`src/design/mhw_pkg.sv`:
```
// ----------------------------------------------------------------------------
// mhw_pkg
// shared types, register map, reset values and lookup functions of the
// multi-channel heartbeat watchdog
// ----------------------------------------------------------------------------
package mhw_pkg;

   // field widths
   localparam int CSR_INDEX_BITS = 2;
   localparam int CSR_DATA_BITS  = 16;
   localparam int TIMEOUT_BITS   = 16;
   localparam int MASK_BITS      = 10;
   localparam int CHAN_BITS      = 4;
   localparam int COUNT_BITS     = 4;
   localparam int BLINK_BITS     = 6;
   localparam int PRIO_BITS      = 4;

   // operation codes
   localparam logic [1:0] FUNC_HEARTBEAT = 2'd0;
   localparam logic [1:0] FUNC_TICK      = 2'd1;
   localparam logic [1:0] FUNC_SCAN      = 2'd2;

   // register map
   localparam logic [CSR_INDEX_BITS-1:0] REG_REMOTE_TIMEOUT = 2'd0;
   localparam logic [CSR_INDEX_BITS-1:0] REG_MOTOR_TIMEOUT  = 2'd1;
   localparam logic [CSR_INDEX_BITS-1:0] REG_ENABLE_MASK    = 2'd2;

   // reset values
   localparam logic [TIMEOUT_BITS-1:0] REMOTE_TIMEOUT_RST = 16'd100;
   localparam logic [TIMEOUT_BITS-1:0] MOTOR_TIMEOUT_RST  = 16'd200;
   localparam logic [MASK_BITS-1:0]    ENABLE_MASK_RST    = 10'h3FF;

   localparam logic [BLINK_BITS-1:0] BLINK_WRAP = 6'd50;
   localparam logic [COUNT_BITS-1:0] COUNT_MAX  = 4'd15;

   typedef enum logic [1:0] {
      ST_IDLE,
      ST_SCAN,
      ST_DRAIN,
      ST_FINISH
   } state_type;

   // running scan result
   typedef struct packed {
      logic [MASK_BITS-1:0]  mask;
      logic [COUNT_BITS-1:0] count;
      logic [PRIO_BITS-1:0]  best;
      logic [CHAN_BITS-1:0]  top;
   } scan_acc_type;

   function automatic logic [PRIO_BITS-1:0] chan_priority(input logic [CHAN_BITS-1:0] ch);
      logic [PRIO_BITS-1:0] prio;
      unique case (ch)
         4'd0:    prio = 4'd10;
         4'd1:    prio = 4'd10;
         4'd2:    prio = 4'd9;
         4'd3:    prio = 4'd8;
         4'd4:    prio = 4'd2;
         4'd5:    prio = 4'd3;
         4'd6:    prio = 4'd4;
         4'd7:    prio = 4'd5;
         4'd8:    prio = 4'd6;
         4'd9:    prio = 4'd7;
         default: prio = 4'd1;
      endcase
      return prio;
   endfunction

   function automatic logic pulse_hit(input logic [CHAN_BITS-1:0]  top,
                                      input logic [BLINK_BITS-1:0] cnt);
      logic hit;
      unique case (top)
         4'd0:    hit = (cnt == 6'd1);
         4'd2:    hit = (cnt == 6'd1) || (cnt == 6'd7);
         4'd1:    hit = (cnt == 6'd1) || (cnt == 6'd7) || (cnt == 6'd13);
         4'd3:    hit = (cnt == 6'd1) || (cnt == 6'd7) || (cnt == 6'd13) || (cnt == 6'd19);
         default: hit = 1'b0;
      endcase
      return hit;
   endfunction

endpackage

```
`src/design/mhw_stamp_ram.sv`:
```
// ----------------------------------------------------------------------------
// mhw_stamp_ram
// last-heard timestamp store: one write port, one registered read port,
// per-entry valid bits so unwritten entries read as zero after reset
// ----------------------------------------------------------------------------
module mhw_stamp_ram #(
   parameter int DEPTH     = 10,
   parameter int WIDTH     = 32,
   parameter int ADDR_BITS = 4
) (
   input  logic                 clock,
   input  logic                 reset,
   input  logic                 wr_en,
   input  logic [ADDR_BITS-1:0] wr_addr,
   input  logic [WIDTH-1:0]     wr_data,
   input  logic                 rd_en,
   input  logic [ADDR_BITS-1:0] rd_addr,
   output logic [WIDTH-1:0]     rd_data
);

   logic [WIDTH-1:0] stamp_mem_ff [DEPTH];
   logic [DEPTH-1:0] entry_vld_ff;
   logic [WIDTH-1:0] rd_data_ff;
   logic             rd_vld_ff;

   always_ff @(posedge clock) begin
      if (wr_en) begin
         stamp_mem_ff[wr_addr] <= wr_data;
      end
      if (rd_en) begin
         rd_data_ff <= stamp_mem_ff[rd_addr];
      end
   end

   always_ff @(posedge clock) begin
      if (reset) begin
         entry_vld_ff <= '0;
         rd_vld_ff    <= 1'b0;
      end else begin
         if (wr_en) begin
            entry_vld_ff[wr_addr] <= 1'b1;
         end
         if (rd_en) begin
            rd_vld_ff <= entry_vld_ff[rd_addr];
         end
      end
   end

   assign rd_data = rd_vld_ff ? rd_data_ff : '0;

endmodule

```
`src/design/multi_channel_heartbeat_watchdog_unit.sv`:
```
// ----------------------------------------------------------------------------
// multi_channel_heartbeat_watchdog_unit
// per-channel heartbeat timeout watchdog with priority alert pattern
// ----------------------------------------------------------------------------
//
//  port group  direction  handshake            beat contents
//  req_*       in         req_valid/req_ready  func, channel
//  rsp_*       out        rsp_valid/rsp_ready  offline mask, count, fault, top, pulse
//  csr_*       in         csr_write only       register index, write data
//
//  heartbeat and tick beats are accepted back to back
//  a scan beat walks the timestamp memory, which has one read port, so the
//  walk reads one channel per cycle; then a drain state empties the compare
//  stage and a finish state loads the result register
//  reset is synchronous; per-entry valid bits make every timestamp read as
//  zero right away, so no clearing pass is needed
//  a finished scan waits in its last state while an older result is stalled;
//  the result register frees the input side as soon as it is loaded
// ----------------------------------------------------------------------------
module multi_channel_heartbeat_watchdog_unit #(
   parameter int CHANNELS  = 10,
   parameter int TIME_BITS = 32
) (
   input  logic                                   clock,
   input  logic                                   reset,
   // input beats
   input  logic                                   req_valid,
   output logic                                   req_ready,
   input  logic [1:0]                             req_func,
   input  logic [mhw_pkg::CHAN_BITS-1:0]          req_channel,
   // result beats
   output logic                                   rsp_valid,
   input  logic                                   rsp_ready,
   output logic [mhw_pkg::MASK_BITS-1:0]          rsp_offline_mask,
   output logic [mhw_pkg::COUNT_BITS-1:0]         rsp_offline_count,
   output logic                                   rsp_fault_valid,
   output logic [mhw_pkg::CHAN_BITS-1:0]          rsp_top_channel,
   output logic                                   rsp_alert_pulse,
   // register writes
   input  logic                                   csr_write,
   input  logic [mhw_pkg::CSR_INDEX_BITS-1:0]     csr_index,
   input  logic [mhw_pkg::CSR_DATA_BITS-1:0]      csr_data
);

   localparam int IDX_BITS = (CHANNELS > 1) ? $clog2(CHANNELS) : 1;
   localparam logic [IDX_BITS-1:0] LAST_IDX = IDX_BITS'(CHANNELS - 1);
   localparam int EN_PAD = (1 << mhw_pkg::CHAN_BITS) - mhw_pkg::MASK_BITS;

   // control state
   mhw_pkg::state_type state_ff, state_in;

   // configuration registers
   logic [mhw_pkg::TIMEOUT_BITS-1:0] remote_timeout_ff;
   logic [mhw_pkg::TIMEOUT_BITS-1:0] motor_timeout_ff;
   logic [mhw_pkg::MASK_BITS-1:0]    enable_mask_ff;
   logic [(1 << mhw_pkg::CHAN_BITS)-1:0] enable_wide;

   // clock and blink state
   logic [TIME_BITS-1:0]             time_now_ff;
   logic [mhw_pkg::BLINK_BITS-1:0]   blink_ff;
   logic [mhw_pkg::BLINK_BITS-1:0]   blink_inc;
   logic [mhw_pkg::BLINK_BITS-1:0]   blink_in;

   // scan walk
   logic [IDX_BITS-1:0]  scan_idx_ff;
   logic [IDX_BITS-1:0]  rd_idx_ff;
   logic                 rd_go_ff;
   logic                 rd_en;
   logic                 scan_start;
   logic                 out_load;
   logic [TIME_BITS-1:0] stamp;

   // compare stage
   logic [mhw_pkg::CHAN_BITS-1:0] cmp_chan;
   logic [TIME_BITS-1:0]          elapsed;
   logic [TIME_BITS-1:0]          limit;
   logic                          cmp_offline;
   logic [mhw_pkg::PRIO_BITS-1:0] cmp_prio;
   mhw_pkg::scan_acc_type         acc_ff;

   // heartbeat stamping
   logic req_fire;
   logic hb_wr;

   // result register
   logic                              rsp_valid_ff;
   logic [mhw_pkg::MASK_BITS-1:0]     rsp_mask_ff;
   logic [mhw_pkg::COUNT_BITS-1:0]    rsp_count_ff;
   logic                              rsp_fault_ff;
   logic [mhw_pkg::CHAN_BITS-1:0]     rsp_top_ff;
   logic                              rsp_pulse_ff;

   assign enable_wide = {{EN_PAD{1'b0}}, enable_mask_ff};
   assign req_fire    = req_valid && req_ready;
   // heartbeat to a channel beyond the table or a disabled one is dropped
   assign hb_wr = req_fire && (req_func == mhw_pkg::FUNC_HEARTBEAT)
                  && (32'(req_channel) < 32'(CHANNELS)) && enable_wide[req_channel];

   mhw_stamp_ram #(
      .DEPTH     (CHANNELS),
      .WIDTH     (TIME_BITS),
      .ADDR_BITS (IDX_BITS)
   ) u_stamp_ram (
      .clock   (clock),
      .reset   (reset),
      .wr_en   (hb_wr),
      .wr_addr (IDX_BITS'(req_channel)),
      .wr_data (time_now_ff),
      .rd_en   (rd_en),
      .rd_addr (scan_idx_ff),
      .rd_data (stamp)
   );

   // state register
   always_ff @(posedge clock) begin
      if (reset) begin
         state_ff <= mhw_pkg::ST_IDLE;
      end else begin
         state_ff <= state_in;
      end
   end

   // next state and strobes
   always_comb begin
      state_in   = state_ff;
      req_ready  = 1'b0;
      scan_start = 1'b0;
      rd_en      = 1'b0;
      out_load   = 1'b0;
      unique case (state_ff)
         mhw_pkg::ST_IDLE: begin
            req_ready = 1'b1;
            if (req_valid && (req_func == mhw_pkg::FUNC_SCAN)) begin
               scan_start = 1'b1;
               state_in   = mhw_pkg::ST_SCAN;
            end
         end
         mhw_pkg::ST_SCAN: begin
            rd_en = 1'b1;
            if (scan_idx_ff == LAST_IDX) begin
               state_in = mhw_pkg::ST_DRAIN;
            end
         end
         mhw_pkg::ST_DRAIN: begin
            state_in = mhw_pkg::ST_FINISH;
         end
         mhw_pkg::ST_FINISH: begin
            // hold until the result register is free
            if (!rsp_valid_ff || rsp_ready) begin
               out_load = 1'b1;
               state_in = mhw_pkg::ST_IDLE;
            end
         end
         default: begin
            state_in = mhw_pkg::ST_IDLE;
         end
      endcase
   end

   // configuration writes, unknown index ignored
   always_ff @(posedge clock) begin
      if (reset) begin
         remote_timeout_ff <= mhw_pkg::REMOTE_TIMEOUT_RST;
         motor_timeout_ff  <= mhw_pkg::MOTOR_TIMEOUT_RST;
         enable_mask_ff    <= mhw_pkg::ENABLE_MASK_RST;
      end else if (csr_write) begin
         unique case (csr_index)
            mhw_pkg::REG_REMOTE_TIMEOUT: remote_timeout_ff <= csr_data;
            mhw_pkg::REG_MOTOR_TIMEOUT:  motor_timeout_ff  <= csr_data;
            mhw_pkg::REG_ENABLE_MASK:    enable_mask_ff    <= csr_data[mhw_pkg::MASK_BITS-1:0];
            default: ;
         endcase
      end
   end

   // millisecond counter, wraps freely
   always_ff @(posedge clock) begin
      if (reset) begin
         time_now_ff <= '0;
      end else if (req_fire && (req_func == mhw_pkg::FUNC_TICK)) begin
         time_now_ff <= time_now_ff + TIME_BITS'(1);
      end
   end

   // walk index and read pipeline tag
   always_ff @(posedge clock) begin
      if (reset) begin
         rd_go_ff <= 1'b0;
      end else begin
         rd_go_ff <= rd_en;
      end
   end

   always_ff @(posedge clock) begin
      if (scan_start) begin
         scan_idx_ff <= '0;
      end else if (rd_en) begin
         scan_idx_ff <= scan_idx_ff + IDX_BITS'(1);
      end
      if (rd_en) begin
         rd_idx_ff <= scan_idx_ff;
      end
   end

   // compare of the entry that just came back from memory
   always_comb begin
      cmp_chan    = mhw_pkg::CHAN_BITS'(rd_idx_ff);
      elapsed     = time_now_ff - stamp;
      limit       = (rd_idx_ff == '0) ? TIME_BITS'(remote_timeout_ff)
                                      : TIME_BITS'(motor_timeout_ff);
      cmp_offline = enable_wide[cmp_chan] && (elapsed > limit);
      cmp_prio    = mhw_pkg::chan_priority(cmp_chan);
   end

   // running mask, count and best priority; strict compare keeps lower index
   always_ff @(posedge clock) begin
      if (scan_start) begin
         acc_ff <= '0;
      end else if (rd_go_ff && cmp_offline) begin
         acc_ff.mask <= acc_ff.mask
                        | (mhw_pkg::MASK_BITS'(1) << cmp_chan);
         if (acc_ff.count != mhw_pkg::COUNT_MAX) begin
            acc_ff.count <= acc_ff.count + mhw_pkg::COUNT_BITS'(1);
         end
         if (cmp_prio > acc_ff.best) begin
            acc_ff.best <= cmp_prio;
            acc_ff.top  <= cmp_chan;
         end
      end
   end

   // blink counter steps only on scans that find a fault
   assign blink_inc = blink_ff + mhw_pkg::BLINK_BITS'(1);
   assign blink_in  = (blink_inc > mhw_pkg::BLINK_WRAP) ? '0 : blink_inc;

   always_ff @(posedge clock) begin
      if (reset) begin
         blink_ff <= '0;
      end else if (out_load && (acc_ff.count != '0)) begin
         blink_ff <= blink_in;
      end
   end

   // result register
   always_ff @(posedge clock) begin
      if (reset) begin
         rsp_valid_ff <= 1'b0;
      end else if (out_load) begin
         rsp_valid_ff <= 1'b1;
      end else if (rsp_ready) begin
         rsp_valid_ff <= 1'b0;
      end
   end

   always_ff @(posedge clock) begin
      if (out_load) begin
         rsp_mask_ff  <= acc_ff.mask;
         rsp_count_ff <= acc_ff.count;
         rsp_fault_ff <= (acc_ff.count != '0);
         rsp_top_ff   <= acc_ff.top;
         rsp_pulse_ff <= (acc_ff.count != '0) && mhw_pkg::pulse_hit(acc_ff.top, blink_in);
      end
   end

   assign rsp_valid         = rsp_valid_ff;
   assign rsp_offline_mask  = rsp_mask_ff;
   assign rsp_offline_count = rsp_count_ff;
   assign rsp_fault_valid   = rsp_fault_ff;
   assign rsp_top_channel   = rsp_top_ff;
   assign rsp_alert_pulse   = rsp_pulse_ff;

   // blink counter stays within its wrap range
   a_blink_range: assert property (@(posedge clock) disable iff (reset)
      blink_ff <= mhw_pkg::BLINK_WRAP)
      else $error("blink counter out of range");

   // reported count agrees with the mask
   a_count_mask: assert property (@(posedge clock) disable iff (reset)
      rsp_valid_ff |-> ($countones(rsp_mask_ff) == 32'(rsp_count_ff)))
      else $error("offline count does not match mask");

   // fault flag agrees with the count
   a_fault_count: assert property (@(posedge clock) disable iff (reset)
      rsp_valid_ff |-> (rsp_fault_ff == (rsp_count_ff != '0)))
      else $error("fault flag does not match count");

   // reported top channel is one of the offline channels
   a_top_in_mask: assert property (@(posedge clock) disable iff (reset)
      (rsp_valid_ff && rsp_fault_ff)
      |-> (((rsp_mask_ff >> rsp_top_ff) & mhw_pkg::MASK_BITS'(1)) != '0))
      else $error("top channel not offline");

   // a pulse only comes with a fault
   a_pulse_fault: assert property (@(posedge clock) disable iff (reset)
      (rsp_valid_ff && rsp_pulse_ff) |-> rsp_fault_ff)
      else $error("alert pulse without fault");

endmodule

```
`config.mk`:
```
export PLATFORM = sky130hd
export DESIGN_NAME = multi_channel_heartbeat_watchdog_unit
export DESIGN_NICKNAME = d
export VERILOG_FILES = /design/src/design/mhw_pkg.sv /design/src/design/mhw_stamp_ram.sv /design/src/design/multi_channel_heartbeat_watchdog_unit.sv
export SDC_FILE = /design/constraint.sdc
export NUM_CORES = 1
export LEC_CHECK = 0
export BUFFER_PORTS_ARGS = -buffer_cell sky130_fd_sc_hd__buf_4
export CAP_MARGIN = 20
export CORE_ASPECT_RATIO = 0.9
export CORE_MARGIN = 10
export CORE_UTILIZATION = 35
export DETAILED_ROUTE_END_ITERATION = 8
export PLACE_DENSITY = 0.6
export SETUP_SLACK_MARGIN = 0.5
export SYNTH_ARGS = -nofsm -noshare
export SYNTH_HDL_FRONTEND = slang
export SYNTH_SLANG_ARGS = --single-unit
```
`constraint.sdc`:
```
create_clock -name clock -period 7.85 [get_ports clock]
set_clock_uncertainty 0.1 [all_clocks]
set_input_delay 0.3925 -clock clock [delete_from_list [all_inputs] [get_ports clock]]
set_output_delay 0.3925 -clock clock [all_outputs]
set_load 0.01 [all_outputs]
```
==> qor.csv <==
metric,value,unit
port bufs,50,
XOR/XNOR Fraction of Synth Area,2.06,%
Int Power,5.44,mW
via count,13666,
grt ovf,0,
PnR worst setup slack,2.49,ns
Max-slew headroom,32.2,%
Post-Synth Adder-Cell Area,3.71,%
clock sinks,501,
Worst Hold Depth,4,
Die ar.,73600,sq um
GR Util All Layers,13.5,%
fin area,25300,sq um
Synth Instances,1666,
Reg2Reg Depth,19,
Hold Path Class,input pin to flop,
final period utilization,68.3,%
Leakage,9.33,nW
"Setup Fix Bufs, Post-CTS",0,
main combinational cell family by area after synthesis,simple AND/OR/NAND/NOR gates,
Clock Power Share,30.1,%
DRT iter0 DRCs,1073,
"Setup violations, final",0,
root buf cell,clkbuf_16,
fin nets,1818,
CP Max Fanout,32,
vias per cell,5.23,
asr flop ratio synth,0,%
Hold Startpoint,csr_index[1],
flop2flop setup slack,2.49,ns
max-slew violations,0,
Seq cells post-synth,501,
Synth Cell Area,22100,sq um
post-synthesis compound-gate area fraction,8.71,%
r2r endpoint,acc_ff[11]$_SDFFE_PP0P_,
hold_ws,0.0453,ns
final non-filler cell total,2612,
Tot Pwr,8.02,mW
FF-to-FF Start,u_stamp_ram.rd_vld_ff$_SDFFE_PP0P_,
Fmax,186,MHz
share of cells above drive strength 1,14.9,%
"Reg clk slew, reported paths",0.06,ns
CP required,8.25,ns
largest net degree at the start of global routing,96,
DRT Wirelength,50400,um
RSZ-0062 raised after global routing,false,
Placed Cells,2495,
Post-synth EDFFs,376,
Starting Density,35.3,%
GP Congestion,0.877,
drc violations,0,
HPWL after DPL,31400,um
CP startpoint,u_stamp_ram.rd_vld_ff$_SDFFE_PP0P_,
Main synth FF type,edfxtp_1,
mux cell area share after synthesis,10.1,%
Die W,285,um
Placeable Area,62600,sq um
Tmin final,5.36,ns
num ports,51,
Post-Place Worst Slack,2.59,ns
share of power burned in registers,40.7,%
post-synthesis sequential area ratio,62.4,%
area grow syn2layout,14.6,%
Bufs on Longest Clock Path,3,
YS warnings,0,
post_cts resized,0,
initial antenna violation count,1,
"Net Count, Synth",1760,
combinational group share of total power,29.2,%
Clock Latency Late Sink,0.59,ns
WL per Instance,19.3,um
CP Launch Type,flop,
Die Ht,258,um
TritonCTS clock tree,yes,
TNS Setup,0,ns
Num CTS Buffers,51,
first-pass GRT wire length,79800,um
Hold Buf Count CTS,17,
status,completed,
Final Hold Violating Endpoints,0,
Crit. End Element,flop,
Critical Path AT,5.77,ns
Worst Max-Slew Pin Slew,1.02,ns
fin util,40.5,%
maxcap violations,0,
syn_area_per_cell,13.3,sq um
maximum vdd drop,0.000189,V
row cnt,87,
H-Tree Depth,2,
vias in the first global route,13685,
simple-gate share of the synthesized area,11.0,%
DR pass1 iterations,5,
ant diodes,0,
Routed Antenna Nets,0,
kind of critical path,flop to flop,
Switching Share,32.1,%
Sw Pwr,2.57,mW
pwr/cell area,316,nW/um^2
synth unique cells,79,
WHS Endpoint,remote_timeout_ff[0]$_SDFFE_PP0P_,
placed cell area,23400,sq um
layout make-up:
type / instances / area (sq um)
Timing Repair Buffer: 89 / 762
Sequential cell: 501 / 13800
Fill cell: 5772 / 37300
Inverter: 29 / 109
Tap cell: 845 / 1060
Clock inverter: 27 / 287
Clock buffer: 69 / 1380
Multi-Input combinational cell: 1052 / 7930
worst max-delay path by stage:
stage,endpoint,slack (ns),cells after the start
after floorplan,acc_ff[12]$_SDFFE_PP0P_,3.39,23
after global placement,acc_ff[11]$_SDFFE_PP0P_,2.74,20
after detailed placement,acc_ff[11]$_SDFFE_PP0P_,2.59,19
after CTS,acc_ff[11]$_SDFFE_PP0P_,2.51,19
after global routing,acc_ff[11]$_SDFFE_PP0P_,2.07,19
final,acc_ff[11]$_SDFFE_PP0P_,2.49,19
worst max-delay path, stage by stage (launching register included):
cell	delay, ns
dfxtp_1	0.33
buf_4	0.33
nand2_1	0.13
ha_1	0.28
nor2b_1	0.14
o2111a_1	0.27
o21ai_0	0.35
nand2_1	0.14
a21o_1	0.20
a21oi_1	0.17
xnor2_1	0.12
ha_1	0.32
nand4_1	0.13
nor3_1	0.32
a22o_1	0.22
nand4_1	0.08
or4_4	0.59
o31ai_4	0.67
nor3b_1	0.12
a211oi_2	0.24
Yosys cell counts, types with 3 or more instances:
cell type  number  area (sq um)
dfxtp_1       125          2500
nor2_1        105           394
a211oi_2        4          50.1
nand2b_1        5          31.3
o31ai_1         3          22.5
a211o_1         3          26.3
mux4_2         70          1580
and3_1         13          81.3
a31oi_1         5          31.3
o22ai_1         4          25.0
inv_1          29           109
nand2_1       184           691
edfxtp_1      376         11300
a31o_2          3          26.3
o21ai_0        33           165
and2_1         12          75.1
nand3_1        41           205
mux2i_1        58           581
nor3_1         16          80.1
o21a_1          7          52.6
nand4_1        20           125
a22oi_1         3          22.5
xnor2_1        25           219
buf_2          10          50.1
o21ai_1        16          80.1
nor2b_1        43           269
mux2_2          6          67.6
a21o_1         12          90.1
xor2_1         27           236
a21oi_1       126           631
o211ai_1        6          45.0
nand3b_1       23           173
nand4b_1        3          26.3
a211oi_1       44           330
nor3b_1         7          52.6
clkbuf_1       63           236
and3b_1         3          26.3
and4_1          4          35.0
a21oi_2         3          26.3
buf_1           8          30.0
ha_1           64           801
or3_1          11          68.8
metal layers:
layer	track usage (%)	vias up	share of wire (%)
li1	-	6415	-
met1	18.9	6930	47
met2	21.8	269	47
met3	2.20	50	4.4
met4	3.10	2	1.3
met5	0	-	0.018
registers in the layout (all words and copies together) (netlist names), 2 cells and up:
name	flops
u_stamp_ram.stamp_mem_ff	320
cmp_chan	4
rsp_offline_mask	10
cmp_prio	4
enable_mask_ff	10
time_now_ff	32
scan_idx_ff	4
blink_ff	6
motor_timeout_ff	16
acc_ff	22
rsp_top_channel	4
state_ff	2
remote_timeout_ff	16
u_stamp_ram.rd_data_ff	32
u_stamp_ram.entry_vld_ff	10
rsp_offline_count	4
placed cells by master (no fill, tap or decap), types with 29 or more instances in the layout:
cell type	netlist	routed
nand2_1	184	184
a21oi_1	126	126
nand3_1	41	41
edfxtp_1	376	376
clkbuf_16	0	51
nor2b_1	43	42
buf_4	1	68
mux2i_1	58	58
mux4_2	70	70
dfxtp_1	125	121
o21ai_0	33	33
nor2_1	105	99
a211oi_1	44	44
inv_1	29	29
ha_1	64	63
power groups by stage:
stage / clock [mW] / sequential [mW] / combinational, mW
2_1_floorplan: 0 / 3.15 / 1.87
3_3_place_gp: 0 / 3.32 / 2.29
3_5_place_dp: 0 / 3.32 / 2.33
4_1_cts: 2.47 / 3.27 / 2.35
5_1_grt: 2.58 / 3.29 / 2.61
6_report: 2.42 / 3.26 / 2.34
logic make-up after synthesis:
family / count (synthesis)
simple gates: 500
xor+xnor: 52
mux: 134
fa+ha+maj: 65
compound gates: 301
flops: 501
buf+inv: 113
(Power assumes the default switching activity.)
